--- config.mk ---
export PLATFORM = sky130hd
export DESIGN_NAME = srt_cell
export DESIGN_NICKNAME = d
export VERILOG_FILES = /design/src/sv/sorted_record_table_macros.svh /design/src/sv/srt_pkg.sv /design/src/sv/srt_cell.sv
export SDC_FILE = /design/constraint.sdc
export NUM_CORES = 1
export LEC_CHECK = 0
export BUFFER_PORTS_ARGS = -buffer_cell sky130_fd_sc_hd__buf_4
export CAP_MARGIN = 15
export CORE_MARGIN = 3
export CORE_UTILIZATION = 29
export CTS_CLUSTER_SIZE = 16
export DETAILED_ROUTE_END_ITERATION = 8
export HOLD_SLACK_MARGIN = 0.02
export PLACE_DENSITY = 0.56
export SYNTH_ARGS = -nofsm -noshare
export SYNTH_HDL_FRONTEND = slang
export SYNTH_SLANG_ARGS = --single-unit
--- constraint.sdc ---
create_clock -name clk -period 12.4 [get_ports clk]
set_clock_uncertainty 0.05 [all_clocks]
set_input_delay 2.48 -clock clk [delete_from_list [all_inputs] [get_ports clk]]
set_output_delay 2.48 -clock clk [all_outputs]
set_load 0.02 [all_outputs]
--- src/sv/sorted_record_table_macros.svh ---
// ----------------------------------------------------------------------------
// sorted_record_table_macros: assertion helpers
// Clocked on clk, disabled while rst_n is low.
// ----------------------------------------------------------------------------
`ifndef SORTED_RECORD_TABLE_MACROS_SVH
`define SORTED_RECORD_TABLE_MACROS_SVH

// Same-cycle implication
`define SRT_ASSERT_IMP(label, ante, cons) \
  label: assert property (@(posedge clk) disable iff (!rst_n) (ante) |-> (cons)) \
    else $error("sorted_record_table: same-cycle check failed");

// Next-cycle implication
`define SRT_ASSERT_NXT(label, ante, cons) \
  label: assert property (@(posedge clk) disable iff (!rst_n) (ante) |=> (cons)) \
    else $error("sorted_record_table: next-cycle check failed");

`endif

--- src/sv/srt_pkg.sv ---
// ----------------------------------------------------------------------------
// srt_pkg
// Shared constants, codes and types of the sorted record table.
// ----------------------------------------------------------------------------
`default_nettype none

package srt_pkg;

  localparam int ENTRIES    = 16;
  localparam int NAME_BYTES = 8;
  localparam int NAME_W     = NAME_BYTES * 8;
  localparam int IDX_W      = (ENTRIES > 1) ? $clog2(ENTRIES) : 1;
  localparam int CNT_W      = $clog2(ENTRIES + 1);

  localparam logic [63:0] NAME_MASK = 64'hFFFF_FFFF_FFFF_FFFF >> (64 - NAME_W);

  // command modes
  localparam logic [2:0] MODE_INSERT = 3'd0;
  localparam logic [2:0] MODE_REMOVE = 3'd1;
  localparam logic [2:0] MODE_SORT   = 3'd2;
  localparam logic [2:0] MODE_SEARCH = 3'd3;
  localparam logic [2:0] MODE_LIST   = 3'd4;

  // sort keys / order marks
  localparam logic [1:0] SF_NONE = 2'd0;
  localparam logic [1:0] SF_NAME = 2'd1;
  localparam logic [1:0] SF_QTY  = 2'd2;
  localparam logic [1:0] SF_PRI  = 2'd3;

  // result status
  localparam logic [2:0] ST_ADDED    = 3'd0;
  localparam logic [2:0] ST_DONE     = 3'd1;
  localparam logic [2:0] ST_FULL     = 3'd2;
  localparam logic [2:0] ST_EMPTY    = 3'd3;
  localparam logic [2:0] ST_NOTFOUND = 3'd4;
  localparam logic [2:0] ST_UNSORTED = 3'd5;
  localparam logic [2:0] ST_BADKEY   = 3'd6;

  typedef struct packed {
    logic [63:0] name;
    logic [15:0] qty;
    logic [7:0]  pri;
  } entry_t;

  // what a cell loads at the next edge
  typedef enum logic [2:0] {
    OP_HOLD   = 3'd0,
    OP_LOAD   = 3'd1,
    OP_FROM_R = 3'd2,
    OP_FROM_L = 3'd3,
    OP_MERGE  = 3'd4
  } cell_op_t;

  // command data broadcast to every cell
  typedef struct packed {
    logic [63:0] key;
    logic [15:0] qty;
    logic [7:0]  pri;
    logic [1:0]  field;
  } cmd_t;

endpackage

`default_nettype wire

--- src/sv/srt_cell.sv ---
// ----------------------------------------------------------------------------
// srt_cell
// One table entry: load, match, neighbor compare, merge and neighbor transfer.
// ----------------------------------------------------------------------------
`default_nettype none

module srt_cell (
  input  wire logic              clk,
  input  wire srt_pkg::cell_op_t op,
  input  wire srt_pkg::cmd_t     cmd,
  input  wire srt_pkg::entry_t   ent_l,
  input  wire srt_pkg::entry_t   ent_r,
  output srt_pkg::entry_t        ent_o,
  output logic                   match_o,
  output logic                   gt_o
);

  srt_pkg::entry_t ent_r_reg;
  logic [16:0]     sum;

  assign sum     = {1'b0, ent_r_reg.qty} + {1'b0, cmd.qty};
  assign ent_o   = ent_r_reg;
  assign match_o = (ent_r_reg.name == cmd.key);

  // this entry's key greater than the right neighbor's
  always_comb begin
    case (cmd.field)
      srt_pkg::SF_NAME: gt_o = ent_r_reg.name > ent_r.name;
      srt_pkg::SF_QTY:  gt_o = ent_r_reg.qty > ent_r.qty;
      default:          gt_o = ent_r_reg.pri > ent_r.pri;
    endcase
  end

  always_ff @(posedge clk) begin
    unique case (op)
      srt_pkg::OP_LOAD: begin
        ent_r_reg.name <= cmd.key;
        ent_r_reg.qty  <= cmd.qty;
        ent_r_reg.pri  <= cmd.pri;
      end
      srt_pkg::OP_FROM_R: ent_r_reg <= ent_r;
      srt_pkg::OP_FROM_L: ent_r_reg <= ent_l;
      srt_pkg::OP_MERGE: begin
        ent_r_reg.qty <= sum[16] ? 16'hFFFF : sum[15:0];
        if (ent_r_reg.pri < cmd.pri) ent_r_reg.pri <= cmd.pri;
      end
      default: ;
    endcase
  end

endmodule

`default_nettype wire

; ---- Word-level counts from Yosys, hierarchy flattened
; Cells that the tools add are included.
; Widths: inputs -> output; s select.
[word_totals]
latch_bits = 0
mem_count = 0
input_bits = 270
romBits = 0
register_bits = 88
elab_cells = 24
mem_bits_rw = 0
out_inout_bits = 90
[classes]
shift = 0
div = 0
order_cmp = 4
n_mux = 5
mul = 0
n_eq_ne = 8
n_bitwise = 0
n_reduce_logical = 3
add_sub_neg = 1
[op_table]
columns = cell, count
row1 = $pmux 64 s3, 1
row2 = $pmux 24 s4, 1
row3 = $eq 64x64->1, 1
row4 = $gt 64x64->1, 1
row5 = $add 16x16->17, 1
row6 = $gt 16x16->1, 1
row7 = $mux 16, 1
row8 = $gt 8x8->1, 1
row9 = $lt 8x8->1, 1
row10 = $mux 8, 1
row11 = $eq 3x2->1 const B, 2
row12 = $reduce_bool 4->1, 1
row13 = $eq 3x1->1 const B, 1
row14 = $eq 3x3->1 const B, 1
row15 = $reduce_bool 3->1, 1
row16 = $eq 2x1->1 const B, 1
row17 = $eq 2x2->1 const B, 1
row18 = $ne 2x2->1 const B, 1
row19 = $pmux 1 s2, 1
row20 = $reduce_and 2->1, 1

; ---- Longest topological paths before layout
[depth]
depth_word = 3
ltp_mapped = 10

; ---- Worst setup path before layout
; No wires, ideal clock.
[synth_path]
kind = input-to-output
start = in ent_r[38] in the netlist's numbering
end = out gt_o
t_arrival_ps = 4186
t_required_ps = 9870
n_path_buf = 0
slack_ps = 5684
path_stages = 9
path_cell_list = inv_1 -> ha_1 -> nand4_1 -> nor3_1 -> a21boi_1 -> or4b_1 -> a211o_1 -> o21ai_1 -> o311ai_1
[synth_via]
elab_chain_len = 2
[synth_lines]
columns = element, line_no
row1 = from (decl), srt_cell.sv:12  ; input wire srt_pkg::entry_t ent_r,
row2 = $gt 64x64->1, srt_cell.sv:28  ; srt_pkg::SF_NAME: gt_o = ent_r_reg.name > ent_r.name;
row3 = $pmux 1 s2, srt_cell.sv:27  ; case (cmd.field)
row4 = to (decl), srt_cell.sv:15  ; output logic gt_o
; Every way passes these cells.

; ---- Worst setup path in the final report
[layout_path]
start = in ent_r[87] in the netlist's numbering
end = out gt_o
; Same word-level chain as after synthesis.

==> impl_metrics.json <==
{
  "outcome": "finished, final reports clean",
  "path_class": "in -> out",
  "clock_path_buffers": 2,
  "portBuffers": 359,
  "r2r-start": "ent_o[10]",
  "drtIter0Drc": 465,
  "overflow": 0,
  "r2r-end": "ent_o[23]",
  "path_max_fanout": 3,
  "hold_start": "ent_o[8]",
  "yosysSeqAreaShare_pct": 30.7,
  "slew_headroom_pct": 27.5,
  "tightest_slew_ns": 1.09,
  "die_x_microns": 178,
  "r2r_cells": 8,
  "worstPathRequired_ns": 9.87,
  "worstHoldEndpoint": "ent_o[8]",
  "final_layout_size_suffix_gt1_share_pct": 30.6,
  "fin_setup_tns_ns": 0,
  "start_util_pct": 29.7,
  "drv_cap": 0,
  "synthSimpleGateAreaFrac_pct": 11.4,
  "r2r_slack_ns": 9.49,
  "max_freq_ghz": 0.138,
  "wl_microns": 33800,
  "dpl_cell_area_sq_um": 11700,
  "p_int_mw": 0.755,
  "gp_congestion": 0.915,
  "seq_power_share_pct": 34.3,
  "p_per_area_nw_per_um2": 97.4,
  "power_frac_comb_pct": 38.8,
  "rsz0062_at_grt": "false",
  "post_cts_buffers": 0,
  "finalCritPeriodShare_pct": 58.5,
  "dr.pass1.iters": 5,
  "io_pins": 360,
  "grtUsageTotal_pct": 20.4,
  "synth_top_family_by_area": "compound AO/OA/AOI/OAI gates",
  "finalPower_mw": 1.17,
  "synth_edf_count": 88,
  "place_hpwl_microns": 27900,
  "hold_path_depth": 3,
  "cts_resized": 0,
  "cts_buffers": 9,
  "syn_area_sq_um": 8610,
  "setup_viol": 0,
  "finalHoldViolations": 0,
  "drc_errors": 0,
  "die_area_sq_um": 31800,
  "vias_per_cell": 4.98,
  "grt_max_degree": 99,
  "synthArstFlopShare_pct": 0,
  "core_area_sq_um": 29000,
  "synth.area.mux_share_pct": 9.99,
  "avgRoutedWirePerCell_microns": 20.1,
  "htreeDepth": 3,
  "clkTransAtPathRegs_ns": 0.08,
  "hp-class": "reg -> reg",
  "area_delta_synth_final_pct": 39.7,
  "clkSinkCount": 88,
  "fin_nets": 1677,
  "netlist_instances": 950,
  "grt_pass1_wl_microns": 49100,
  "ctsHoldBuffers": 0,
  "synth_area_per_cell_sq_um": 9.07,
  "fin_hold_ws_ns": 0.690,
  "final_core_util_pct": 41.5,
  "power_switching_mw": 0.417,
  "arrival_ns": 4.72,
  "tritoncts": "yes",
  "die_h_microns": 178,
  "ir_drop_mv": 0.0475,
  "p_clk_share_pct": 26.9,
  "switching_share_pct": 35.6,
  "ys_ff_latch": 88,
  "grt_pass1_vias": 8384,
  "drtAntennaViolNets": 0,
  "cts_root_buf": "clkbuf_16",
  "endpoint_kind": "primary output",
  "maxSlewViolCount": 0,
  "p_leak_nw": 5.91,
  "clock_latency_ns": 0.35,
  "final_area_sq_um": 12000,
  "vias": 8370,
  "largest_reg_flops": 88,
  "antenna_found_initial": 0,
  "synthAdderAreaFrac_pct": 16.6,
  "start_kind": "primary input",
  "synth_xor_area_share_pct": 7.73,
  "synthFlopType": "edfxtp_1",
  "synth_cell_types": 59,
  "antennaDiodeCount": 0,
  "yosysWarnings": 0,
  "synth-compound-area-share_pct": 17.2,
  "syn-num-nets": 1334,
  "row_count": 62,
  "final.min_clock_period_ns": 7.25
}
==> synthesized netlist by cell type, types with 21 or more instances <==
master / n / area, sq um
a21o_1: 26 / 195
a21oi_1: 135 / 676
edfxtp_1: 88 / 2640
ha_1: 113 / 1410
inv_1: 103 / 387
mux2i_1: 86 / 861
nand2_1: 27 / 101
nand4_1: 26 / 163
nor2_1: 83 / 312
nor4_1: 21 / 131
o21ai_0: 33 / 165
xor2_1: 67 / 587
==> routing by layer <==
layer  GRT usage, %  share of wire, %  vias to the layer above
met5              0                 0                        -
met4           4.84               1.7                        0
met3           4.24               7.8                       34
met2           36.1                49                      343
met1           25.4                41                     3847
li1               -                 -                     4146
==> worst max-delay path by stage <==
stage / start / to / slack (ns) / cells past startpoint
2_1_floorplan: ent_r[38] / gt_o / 5.68 / 9
3_3_place_gp: ent_r[87] / gt_o / 5.07 / 11
3_5_place_dp: ent_r[85] / gt_o / 5.07 / 11
4_1_cts: ent_r[87] / gt_o / 5.06 / 11
5_1_grt: ent_r[85] / gt_o / 4.90 / 11
6_report: ent_r[87] / gt_o / 5.15 / 11
==> per-stage QoR <==
stage          std cells  worst slack, ns
4_1_cts             1682             5.06
2_1_floorplan        950             5.68
3_5_place_dp        1666             5.07
5_1_grt             1682             4.90
3_3_place_gp        1666             5.07
6_report            1682             5.15
==> critical path, cell delays in order <==
cell,delay (ns)
buf_4,0.09
inv_1,0.04
ha_1,0.30
nand4_1,0.19
nor4_1,0.38
nand2_1,0.15
or3_1,0.32
o22ai_1,0.28
o21ai_1,0.15
o311ai_1,0.12
buf_4,0.21
==> cells by family (layout without fill, tap and decap cells) <==
| kind of cell | Yosys count | in the layout |
|---|---|---|
| compound gates | 248 | 248 |
| xor+xnor | 76 | 76 |
| fa+ha+maj | 114 | 114 |
| buf+inv | 137 | 485 |
| flops | 88 | 88 |
| mux | 86 | 86 |
| simple gates | 201 | 201 |
==> power by group through the flow <==
| stage | Combinational, mW | Sequential, mW | Clock [mW] |
|---|---|---|---|
| finish | 0.455 | 0.401 | 0.315 |
| global route | 0.502 | 0.405 | 0.336 |
| CTS | 0.460 | 0.402 | 0.325 |
| detailed placement | 0.458 | 0.408 | 0 |
| global placement | 0.454 | 0.407 | 0 |
| floorplan | 0.218 | 0.436 | 0 |
==> cell usage in the layout (no fill, tap or decap), drive strengths merged, types with 3 or more instances in the layout <==
cell	n
edfxtp	88
buf	366
xor2	67
a211oi	4
nand3	14
nor2b	5
mux2i	86
o211ai	7
nand2b	3
a21oi	136
clkbuf	9
inv	106
nand2	29
ha	113
nand4	26
or3	3
nor3	7
a21boi	5
a21o	27
xnor2	9
nor4	21
nor2	83
a221oi	3
o21ai	46
==> area by class of cell <==
| class | instances | area (sq um) |
|---|---|---|
| multi-input combinational | 725 | 5440 |
| sequential | 88 | 2640 |
| timing repair buffer | 366 | 2750 |
| fill | 2950 | 17000 |
| clock inverter | 7 | 100 |
| inverter | 103 | 387 |
| clock buffer | 9 | 225 |
| tap | 384 | 480 |
(Power assumes the default switching activity.)
